===== config.mk =====
export PLATFORM = sky130hd
export DESIGN_NAME = ddrs_seq
export DESIGN_NICKNAME = d
export VERILOG_FILES = /design/src/design/ddrs_pkg.sv /design/src/design/ddrs_seq.sv
export SDC_FILE = /design/constraint.sdc
export NUM_CORES = 1
export LEC_CHECK = 0
export ABC_AREA = 0
export BUFFER_PORTS_ARGS = -buffer_cell sky130_fd_sc_hd__buf_2
export CORE_ASPECT_RATIO = 2
export CORE_MARGIN = 1
export CORE_UTILIZATION = 35
export CTS_CLUSTER_SIZE = 24
export DETAILED_ROUTE_END_ITERATION = 10
export GPL_ROUTABILITY_DRIVEN = 0
export SYNTH_ARGS = -nofsm -noshare
export SYNTH_HDL_FRONTEND = slang
export SYNTH_SLANG_ARGS = --single-unit

===== constraint.sdc =====
create_clock -name clk -period 5.45 [get_ports clk]
set_input_delay 1.09 -clock clk [delete_from_list [all_inputs] [get_ports clk]]
set_output_delay 1.09 -clock clk [all_outputs]
set_load 0.01 [all_outputs]

===== src/design/ddrs_pkg.sv =====
// shared types, constants and helper functions of the display diff run serializer
`default_nettype none

package ddrs_pkg;

    // frame geometry and run rules
    localparam int COLUMNS = 128;
    localparam int PAGES   = 8;
    localparam int MIN_RUN = 4;

    // frame store geometry
    localparam int DEPTH  = 1024;
    localparam int ADDR_W = 10;

    // command codes
    localparam logic [2:0] CMD_SET        = 3'd0;
    localparam logic [2:0] CMD_CLEAR      = 3'd1;
    localparam logic [2:0] CMD_START_DIFF = 3'd2;
    localparam logic [2:0] CMD_START_FULL = 3'd3;
    localparam logic [2:0] CMD_NEXT       = 3'd4;

    // framing characters
    localparam logic [7:0] CHAR_SOH = 8'h01;
    localparam logic [7:0] CHAR_H   = 8'h48;
    localparam logic [7:0] CHAR_ETX = 8'h03;

    // character phases inside a run
    localparam logic [8:0] PH_SOH    = 9'd0;
    localparam logic [8:0] PH_H      = 9'd1;
    localparam logic [8:0] PH_COLUMN = 9'd4;
    localparam logic [8:0] PH_LENGTH = 9'd6;
    localparam logic [8:0] PH_DATA   = 9'd8;

    // sequencer states
    typedef enum logic [3:0] {
        ST_CLEAR,
        ST_IDLE,
        ST_PIX_RD,
        ST_PIX_WR,
        ST_LOC_CHK,
        ST_LOC_CMP,
        ST_EXT_CHK,
        ST_EXT_CMP,
        ST_DATA_RD,
        ST_DATA_OUT
    } state_t;

    // access to both frame stores in one cycle
    typedef struct packed {
        logic [ADDR_W-1:0] addr;
        logic              new_we;
        logic [7:0]        new_wdata;
        logic              sent_we;
        logic [7:0]        sent_wdata;
    } ram_req_t;

    // store address of one column byte
    function automatic logic [ADDR_W-1:0] cell_addr(input logic [2:0] page,
                                                    input logic [7:0] col);
        int sum;
        sum = int'(page) * COLUMNS + int'(col);
        return ADDR_W'(sum);
    endfunction

    // uppercase hex digit
    function automatic logic [7:0] hex_char(input logic [3:0] nib);
        logic [7:0] wide;
        wide = {4'd0, nib};
        return (nib < 4'd10) ? (8'h30 + wide) : (8'h37 + wide);
    endfunction

endpackage

`default_nettype wire


===== src/design/ddrs_seq.sv =====
// command sequencer: pixel updates, run search and character stream
`default_nettype none

module ddrs_seq
    import ddrs_pkg::*;
(
    input  wire logic       clk,
    input  wire logic       rst_n,
    input  wire logic       start,
    output logic            busy,
    input  wire logic [2:0] cmd,
    input  wire logic [6:0] pixel_x,
    input  wire logic [5:0] pixel_y,
    output ram_req_t        mem_req,
    input  wire logic [7:0] new_rd,
    input  wire logic [7:0] sent_rd,
    output logic            result_valid,
    output logic [7:0]      out_char,
    output logic            end_of_run,
    output logic            finished
);

    state_t            state_reg, state_next;
    logic [ADDR_W-1:0] clr_addr_reg, clr_addr_next;
    logic              active_reg, active_next;
    logic              full_reg, full_next;
    logic [2:0]        page_reg, page_next;
    logic [7:0]        col_reg, col_next;
    logic [7:0]        len_reg, len_next;
    logic [8:0]        phase_reg, phase_next;
    logic [ADDR_W-1:0] pix_addr_reg, pix_addr_next;
    logic [2:0]        pix_bit_reg, pix_bit_next;
    logic              pix_set_reg, pix_set_next;
    logic              valid_reg, valid_next;
    logic [7:0]        char_reg, char_next;
    logic              eor_reg, eor_next;
    logic              fin_reg, fin_next;

    logic       accept;
    logic [2:0] in_page;
    logic [8:0] run_end;
    logic [8:0] col_sum;
    logic [9:0] data_limit;
    logic [8:0] data_off;
    logic [7:0] data_col;
    logic [7:0] hdr_val;
    logic       last_page;
    logic [7:0] pix_mask;

    assign accept  = start && (state_reg == ST_IDLE);
    assign busy    = (state_reg != ST_IDLE);
    assign in_page = pixel_y[5:3];

    // derived run positions
    assign run_end    = {1'b0, col_reg} + {1'b0, len_reg};
    assign col_sum    = {1'b0, col_reg} + 9'(MIN_RUN);
    assign data_limit = {1'b0, len_reg, 1'b0} + 10'(PH_DATA);
    assign data_off   = phase_reg - PH_DATA;
    assign data_col   = col_reg + data_off[8:1];
    assign last_page  = ({1'b0, page_reg} + 4'd1) >= 4'(PAGES);
    assign pix_mask   = 8'd1 << pix_bit_reg;

    // header value for the hex phases
    always_comb
    begin
        if (phase_reg < PH_COLUMN)
        begin
            hdr_val = 8'd1 << page_reg;
        end
        else if (phase_reg < PH_LENGTH)
        begin
            hdr_val = col_reg;
        end
        else
        begin
            hdr_val = len_reg;
        end
    end

    // state and data registers
    always_ff @(posedge clk or negedge rst_n)
    begin
        if (!rst_n)
        begin
            state_reg    <= ST_CLEAR;
            clr_addr_reg <= '0;
            active_reg   <= 1'b0;
            full_reg     <= 1'b0;
            page_reg     <= '0;
            col_reg      <= '0;
            len_reg      <= '0;
            phase_reg    <= '0;
            valid_reg    <= 1'b0;
        end
        else
        begin
            state_reg    <= state_next;
            clr_addr_reg <= clr_addr_next;
            active_reg   <= active_next;
            full_reg     <= full_next;
            page_reg     <= page_next;
            col_reg      <= col_next;
            len_reg      <= len_next;
            phase_reg    <= phase_next;
            valid_reg    <= valid_next;
        end
    end

    // payload registers
    always_ff @(posedge clk)
    begin
        pix_addr_reg <= pix_addr_next;
        pix_bit_reg  <= pix_bit_next;
        pix_set_reg  <= pix_set_next;
        char_reg     <= char_next;
        eor_reg      <= eor_next;
        fin_reg      <= fin_next;
    end

    // next state, store access and result beat
    always_comb
    begin
        state_next    = state_reg;
        clr_addr_next = clr_addr_reg;
        active_next   = active_reg;
        full_next     = full_reg;
        page_next     = page_reg;
        col_next      = col_reg;
        len_next      = len_reg;
        phase_next    = phase_reg;
        pix_addr_next = pix_addr_reg;
        pix_bit_next  = pix_bit_reg;
        pix_set_next  = pix_set_reg;
        valid_next    = 1'b0;
        char_next     = char_reg;
        eor_next      = eor_reg;
        fin_next      = fin_reg;

        mem_req.addr       = cell_addr(page_reg, col_reg);
        mem_req.new_we     = 1'b0;
        mem_req.new_wdata  = '0;
        mem_req.sent_we    = 1'b0;
        mem_req.sent_wdata = new_rd;

        unique case (state_reg)
            ST_CLEAR:
            begin
                // zero both stores after reset
                mem_req.addr      = clr_addr_reg;
                mem_req.new_we    = 1'b1;
                mem_req.sent_we   = 1'b1;
                mem_req.sent_wdata = '0;
                clr_addr_next     = clr_addr_reg + 1'b1;
                if (clr_addr_reg == ADDR_W'(DEPTH - 1))
                begin
                    state_next = ST_IDLE;
                end
            end

            ST_IDLE:
            begin
                if (accept)
                begin
                    unique case (cmd) inside
                        CMD_SET, CMD_CLEAR:
                        begin
                            if (!active_reg && ({1'b0, pixel_x} < 8'(COLUMNS))
                                && ({1'b0, in_page} < 4'(PAGES)))
                            begin
                                pix_addr_next = cell_addr(in_page, {1'b0, pixel_x});
                                pix_bit_next  = pixel_y[2:0];
                                pix_set_next  = (cmd == CMD_SET);
                                state_next    = ST_PIX_RD;
                            end
                        end
                        CMD_START_DIFF, CMD_START_FULL:
                        begin
                            active_next = 1'b1;
                            full_next   = (cmd == CMD_START_FULL);
                            page_next   = '0;
                            col_next    = '0;
                            len_next    = '0;
                            phase_next  = PH_SOH;
                        end
                        CMD_NEXT:
                        begin
                            if (!active_reg)
                            begin
                                valid_next = 1'b1;
                                char_next  = '0;
                                eor_next   = 1'b0;
                                fin_next   = 1'b1;
                            end
                            else if (phase_reg == PH_SOH)
                            begin
                                if (full_reg)
                                begin
                                    col_next   = '0;
                                    len_next   = 8'(COLUMNS);
                                    phase_next = PH_H;
                                    valid_next = 1'b1;
                                    char_next  = CHAR_SOH;
                                    eor_next   = 1'b0;
                                    fin_next   = 1'b0;
                                end
                                else
                                begin
                                    state_next = ST_LOC_CHK;
                                end
                            end
                            else if (phase_reg == PH_H)
                            begin
                                phase_next = phase_reg + 1'b1;
                                valid_next = 1'b1;
                                char_next  = CHAR_H;
                                eor_next   = 1'b0;
                                fin_next   = 1'b0;
                            end
                            else if (phase_reg < PH_DATA)
                            begin
                                phase_next = phase_reg + 1'b1;
                                valid_next = 1'b1;
                                char_next  = phase_reg[0] ? hex_char(hdr_val[3:0])
                                                          : hex_char(hdr_val[7:4]);
                                eor_next   = 1'b0;
                                fin_next   = 1'b0;
                            end
                            else if ({1'b0, phase_reg} < data_limit)
                            begin
                                state_next = ST_DATA_RD;
                            end
                            else
                            begin
                                // close the run and move past it
                                phase_next = PH_SOH;
                                valid_next = 1'b1;
                                char_next  = CHAR_ETX;
                                eor_next   = 1'b1;
                                fin_next   = 1'b0;
                                if (run_end >= 9'(COLUMNS))
                                begin
                                    col_next = '0;
                                    if (last_page)
                                    begin
                                        active_next = 1'b0;
                                    end
                                    else
                                    begin
                                        page_next = page_reg + 1'b1;
                                    end
                                end
                                else
                                begin
                                    col_next = run_end[7:0];
                                end
                            end
                        end
                        default:
                        begin
                        end
                    endcase
                end
            end

            ST_PIX_RD:
            begin
                mem_req.addr = pix_addr_reg;
                state_next   = ST_PIX_WR;
            end

            ST_PIX_WR:
            begin
                // read, modify, write back one pixel
                mem_req.addr      = pix_addr_reg;
                mem_req.new_we    = 1'b1;
                mem_req.new_wdata = pix_set_reg ? (new_rd | pix_mask) : (new_rd & ~pix_mask);
                state_next        = ST_IDLE;
            end

            ST_LOC_CHK:
            begin
                // search for the first differing byte
                mem_req.addr = cell_addr(page_reg, col_reg);
                if ({1'b0, col_reg} >= 9'(COLUMNS))
                begin
                    col_next = '0;
                    if (last_page)
                    begin
                        active_next = 1'b0;
                        valid_next  = 1'b1;
                        char_next   = '0;
                        eor_next    = 1'b0;
                        fin_next    = 1'b1;
                        state_next  = ST_IDLE;
                    end
                    else
                    begin
                        page_next = page_reg + 1'b1;
                    end
                end
                else
                begin
                    state_next = ST_LOC_CMP;
                end
            end

            ST_LOC_CMP:
            begin
                if (new_rd != sent_rd)
                begin
                    if (col_sum > 9'(COLUMNS))
                    begin
                        len_next = 8'(COLUMNS) - col_reg;
                    end
                    else
                    begin
                        len_next = 8'(MIN_RUN);
                    end
                    state_next = ST_EXT_CHK;
                end
                else
                begin
                    col_next   = col_reg + 1'b1;
                    state_next = ST_LOC_CHK;
                end
            end

            ST_EXT_CHK:
            begin
                // extend the run while bytes still differ
                mem_req.addr = cell_addr(page_reg, run_end[7:0]);
                if (run_end < 9'(COLUMNS))
                begin
                    state_next = ST_EXT_CMP;
                end
                else
                begin
                    phase_next = PH_H;
                    valid_next = 1'b1;
                    char_next  = CHAR_SOH;
                    eor_next   = 1'b0;
                    fin_next   = 1'b0;
                    state_next = ST_IDLE;
                end
            end

            ST_EXT_CMP:
            begin
                if (new_rd != sent_rd)
                begin
                    len_next   = len_reg + 1'b1;
                    state_next = ST_EXT_CHK;
                end
                else
                begin
                    phase_next = PH_H;
                    valid_next = 1'b1;
                    char_next  = CHAR_SOH;
                    eor_next   = 1'b0;
                    fin_next   = 1'b0;
                    state_next = ST_IDLE;
                end
            end

            ST_DATA_RD:
            begin
                mem_req.addr = cell_addr(page_reg, data_col);
                state_next   = ST_DATA_OUT;
            end

            ST_DATA_OUT:
            begin
                // data digit, low digit updates the reference
                mem_req.addr       = cell_addr(page_reg, data_col);
                mem_req.sent_we    = phase_reg[0];
                mem_req.sent_wdata = new_rd;
                phase_next         = phase_reg + 1'b1;
                valid_next         = 1'b1;
                char_next          = phase_reg[0] ? hex_char(new_rd[3:0])
                                                  : hex_char(new_rd[7:4]);
                eor_next           = 1'b0;
                fin_next           = 1'b0;
                state_next         = ST_IDLE;
            end

            default:
            begin
                state_next = ST_IDLE;
            end
        endcase
    end

    assign result_valid = valid_reg;
    assign out_char     = char_reg;
    assign end_of_run   = eor_reg;
    assign finished     = fin_reg;

endmodule

`default_nettype wire


## Word-level counts from Yosys, hierarchy flattened

Index checks and enable logic that the tools add are counted.

| word-level totals | value |
|---|---|
| register bits | 69 |
| output and inout port bits | 40 |
| input bits | 35 |

| operators by class | value |
|---|---|
| bitwise logic cells | 4 |
| shifts and indexed selects | 2 |
| mux-type cells | 131 |
| $lt $le $gt $ge | 13 |
| reduce and logical (&&, ||, !) cells | 23 |
| equality and inequality tests | 48 |
| add/sub/neg operators | 24 |

Operators with widths:

| kind | count |
|---|---|
| two-way mux 8 bit | 33 |
| two-way mux 9 bit | 9 |
| adder 6 x 4 -> 7 bit, first input constant | 8 |
| case mux 8 bit (3 select lines) | 2 |
| two-way mux 4 bit | 11 |
| two-way mux 1 bit | 42 |
| two-way mux 7 bit | 6 |
| case mux 10 bit (4 select lines) | 1 |
| case mux 8 bit (5 select lines) | 1 |
| case mux 9 bit (2 select lines) | 2 |
| case mux 9 bit (4 select lines) | 1 |
| two-way mux 3 bit | 11 |
| case mux 4 bit (8 select lines) | 1 |
| case mux 8 bit (2 select lines) | 2 |
| adder 10 x 8 -> 10 bit | 3 |
| AND reduction 10 bit | 3 |
| inequality test 3 bit, second input constant | 8 |
| inequality test 4 bit, second input constant | 6 |
| < comparator 9 x 3 -> 1 bit, second input constant | 2 |
| inequality test 2 bit, second input constant | 9 |
| adder 8 x 1 -> 8 bit, second input constant | 2 |
| equality test 4 x 3 -> 1 bit, second input constant | 4 |
| < comparator 4 bit, second input constant | 4 |
| AND reduction 8 bit | 2 |
| 56 further kinds | 72 |

## Depth between registers and ports, before layout

| depth | value |
|---|---|
| word-level depth | 13 |
| gate-level depth with buffers | 16 |
| depth with buffers taken out | 16 |

## Worst setup path after synthesis

OpenSTA, ideal clock, no wires.

| path | value |
|---|---|
| path type | flip-flop to output port |
| start | register phase_reg[3] |
| end | output mem_req[27] (netlist name) |
| arrival time | 3262 ps |
| cell stages (with the launch flop) | 17 |
| path slack | 1098 ps |
| path buffers | 0 |
| cell sequence | dfrtp_1 inv_1 ha_1 inv_1 ha_1 inv_1 o21bai_1 a2111oi_0 nor3_1 xnor2_1 a221o_1 ha_1 ha_1 xnor2_1 a21oi_1 nor2_1 a221oi_1 |

RTL lines:

| what | line | RTL |
|---|---|---|
| start, declared | ddrs_seq.sv:30 | `logic [8:0] phase_reg, phase_next;` |
| start signal, assigned | ddrs_seq.sv:104 | `phase_reg <= phase_next;` |
| end, declared | ddrs_seq.sv:14 | `output ram_req_t mem_req,` |

==> flow_summary_export.csv <==
group,metric,value,unit
drt,ant_nets,0,
drt,wirelength,21000,um
clocking,cts_root_buf,"clkbuf_16",
sta,finalHoldViolations,0,
setup_path,worstPathRequired,4.36,ns
synthesis,synthTopCellsByArea,"dfrtp_1 18%, edfxtp_1 11%, ha_1 8.9%",
sta,skew,0.0111,ns
floorplanning,dieHeight,192,um
setup_path,cp_data_arrival_time,4.08,ns
setup_path,r2r_setup_slack,1.35,ns
run_status,outcome,"finished, final reports clean",
clocking,cts_setup_buffers,0,
synthesis,yosysMostFrequentCell,"nor2_1",
sta,drv_slew,0,
pwr,clockPowerShare,28.9,%
drt,drc,0,
grt,antenna_found_initial,0,
grt,grt.total_usage,22.9,%
synthesis,synth_cell_types,78,
sta,period_minus_slack,5.17,ns
sta,fmax,0.193,GHz
drt,via_count,6225,
placement,hpwl,16400,um
synthesis,synth_edf_count,23,
pwr,p_per_area,312,nW/um2
synthesis,syn_nets,863,
clocking,clock_latency,0.35,ns
finish,syn_to_final_growth,14.3,%
synthesis,netlist_area,6290,um2
floorplanning,start_util,35.6,%
clocking,cts_buffer_depth,2,
grt,grt_start_max_net_pins,46,
sta,finalSetupViolations,0,
floorplanning,die_w,96.8,um
synthesis,yosysWarnings,0,
setup_path,critPathMaxFanout,9,
run,drv_cap,0,
synthesis,avgSynthCellArea,8.06,um2
pwr,power_frac_comb,40.5,%
pwr,seq_power_share,30.6,%
setup_path,critPathKind,"flop to output pin",
clocking,path_clk_slew,0.07,ns
finish,utilization,40.6,%
floorplanning,row_count,69,
grt,grt_overflow,0,
sta,worst_pin_slew,1.01,ns
sta,tns,0,ns
placement,io_buffers,73,
sta,finalCritPeriodShare,94.9,%
drt,wl_per_cell,20.0,um
sta,rsz0062_at_grt,"no",
clocking,h-tree-depth,3,
clocking,cts_sinks,68,
synthesis,async_flop_share,66.2,%
grt,grt_pass1_vias,6035,
sta,slew_headroom,32.0,%
pwr,p_int,1.33,mW
min_path,hold_path_class,"flop to flop",
floorplanning,pin_count,75,
synthesis,yosysTopAreaCell,"dfrtp_1",
synthesis,synth_top_area_share,17.9,%
synthesis,ys_seq_area_share,28.9,%
finish,layout.nets,913,
drt,firstDrtPassIters,7,
pwr,netSwitchingFraction,40.5,%
drt,viasPerCell,5.93,
synthesis,ys_seq_elements,68,
pwr,p_leak,3.15,nW
clocking,cts_tree,"done",
finish,diodes,0,
pwr,vdd_ir_drop_max,0.162,mV
synthesis,postSynthCellCount,781,
floorplanning,die-area,18600,um2
floorplanning,coreArea,17700,um2
synthesis,synth_ff_type,"dfrtp_1",
clocking,cts_buffers,9,
grt,grt_pass1_wl,32700,um
pwr,p_sw,0.910,mW
synthesis,synthTopCellsByCount,"75 x nor2_1, 66 x nand2_1, 59 x a21oi_1, 45 x dfrtp_1, 45 x ha_1",
setup_path,crit_path_end_kind,"output pin",
drt,drtIter0Drc,453,
setup_path,start_kind,"flop",
finish,drive_above_1_share,14.8,%
## cells by family (layout without fill, tap and decap cells)
kind of cell / count (synthesis) / after routing / synth area share, %
xor gates and xnor gates: 47 / 47 / 6.54
muxes: 16 / 16 / 2.64
DFF: 68 / 68 / 28.9
and+or+nand+nor: 294 / 294 / 23.4
buffers and inverters: 82 / 137 / 5.25
other: 1 / 1 / 0.0596
adders and majority gates: 47 / 47 / 9.58
AOI/OAI and AO/OA: 226 / 226 / 23.6
## metrics by stage
stage	total power, mW	setup slack (ns)	instance area [um2]	std cells	hold WS, ns
2_1_floorplan	1.28	1.10	6290	781	0.468
3_3_place_gp	1.59	0.667	6860	1033	0.503
3_5_place_dp	1.60	0.610	6860	1033	0.491
4_1_cts	2.25	0.218	7190	1049	0.502
5_1_grt	2.37	0.0233	7190	1049	0.535
6_report	2.24	0.276	7190	1049	0.497
## final timing paths
kind | end | startpoint | depth (start not counted)
max | mem_req[27] | phase_reg[3] | 17
min | clr_addr_reg[9] | clr_addr_reg[9] | 1
max reg2reg | phase_reg[2] | len_reg[2] | 12
min reg2reg | clr_addr_reg[9] | clr_addr_reg[9] | 1
max in group asynchronous | clr_addr_reg[5] | rst_n | 2
min in group asynchronous | phase_reg[8] | rst_n | 2
## routing by layer
layer / track usage (%) / vias up / wire length (um)
met1: 22.0 / 2955 / 7260
met5: 0 / - / 0
met2: 42.8 / 224 / 11200
met3: 3.24 / 82 / 792
met4: 19.1 / 0 / 1690
li1: - / 2964 / -
## cells in the final DEF (no fill, tap or decap), types with 13 or more instances in the layout
master	n
inv_1	29
edfxtp_1	23
ha_1	45
xnor2_1	35
nor3_1	27
o21ai_1	13
nand2_1	66
nor2_1	75
buf_2	73
buf_4	18
nand3_1	30
and3_1	15
o21ai_0	40
dfrtp_1	45
a21oi_1	59
## repair_timing
action / 4_1_cts / 5_1_grt
hold buffers: 0 / 0
gates resized for setup: 0 / 1
endpoints found under the setup margin: 0 / 1
## power by group through the flow
| stage | Sequential, mW | Combinational (mW) | Clock (mW) |
|---|---|---|---|
| 3_5_place_dp | 0.694 | 0.902 | 0 |
| 4_1_cts | 0.684 | 0.905 | 0.657 |
| 3_3_place_gp | 0.692 | 0.896 | 0 |
| 5_1_grt | 0.694 | 0.996 | 0.676 |
| 2_1_floorplan | 0.656 | 0.623 | 0 |
| 6_report | 0.687 | 0.909 | 0.649 |
## area by class of cell
type / count / area, um2
multi-input cells: 631 / 4170
repair buffers: 91 / 500
clock buffers: 9 / 225
well taps: 213 / 267
fillers: 1782 / 10500
inverters: 30 / 113
flip-flops and latches: 68 / 1820
clock inverters: 7 / 101
## worst max-delay path, cell delays in order (launching register included)
cell and delay, ns:
dfrtp_1 0.49, inv_1 0.14, ha_1 0.30, inv_1 0.04, ha_1 0.31, inv_1 0.07, o21bai_1 0.09, a2111oi_0 0.40
nor3_1 0.12, xnor2_1 0.14, a221o_1 0.39, ha_1 0.19, ha_1 0.18, xnor2_1 0.14, a21oi_1 0.16, nor2_1 0.05
a221oi_1 0.30, buf_2 0.20
(Power assumes the default switching activity.)
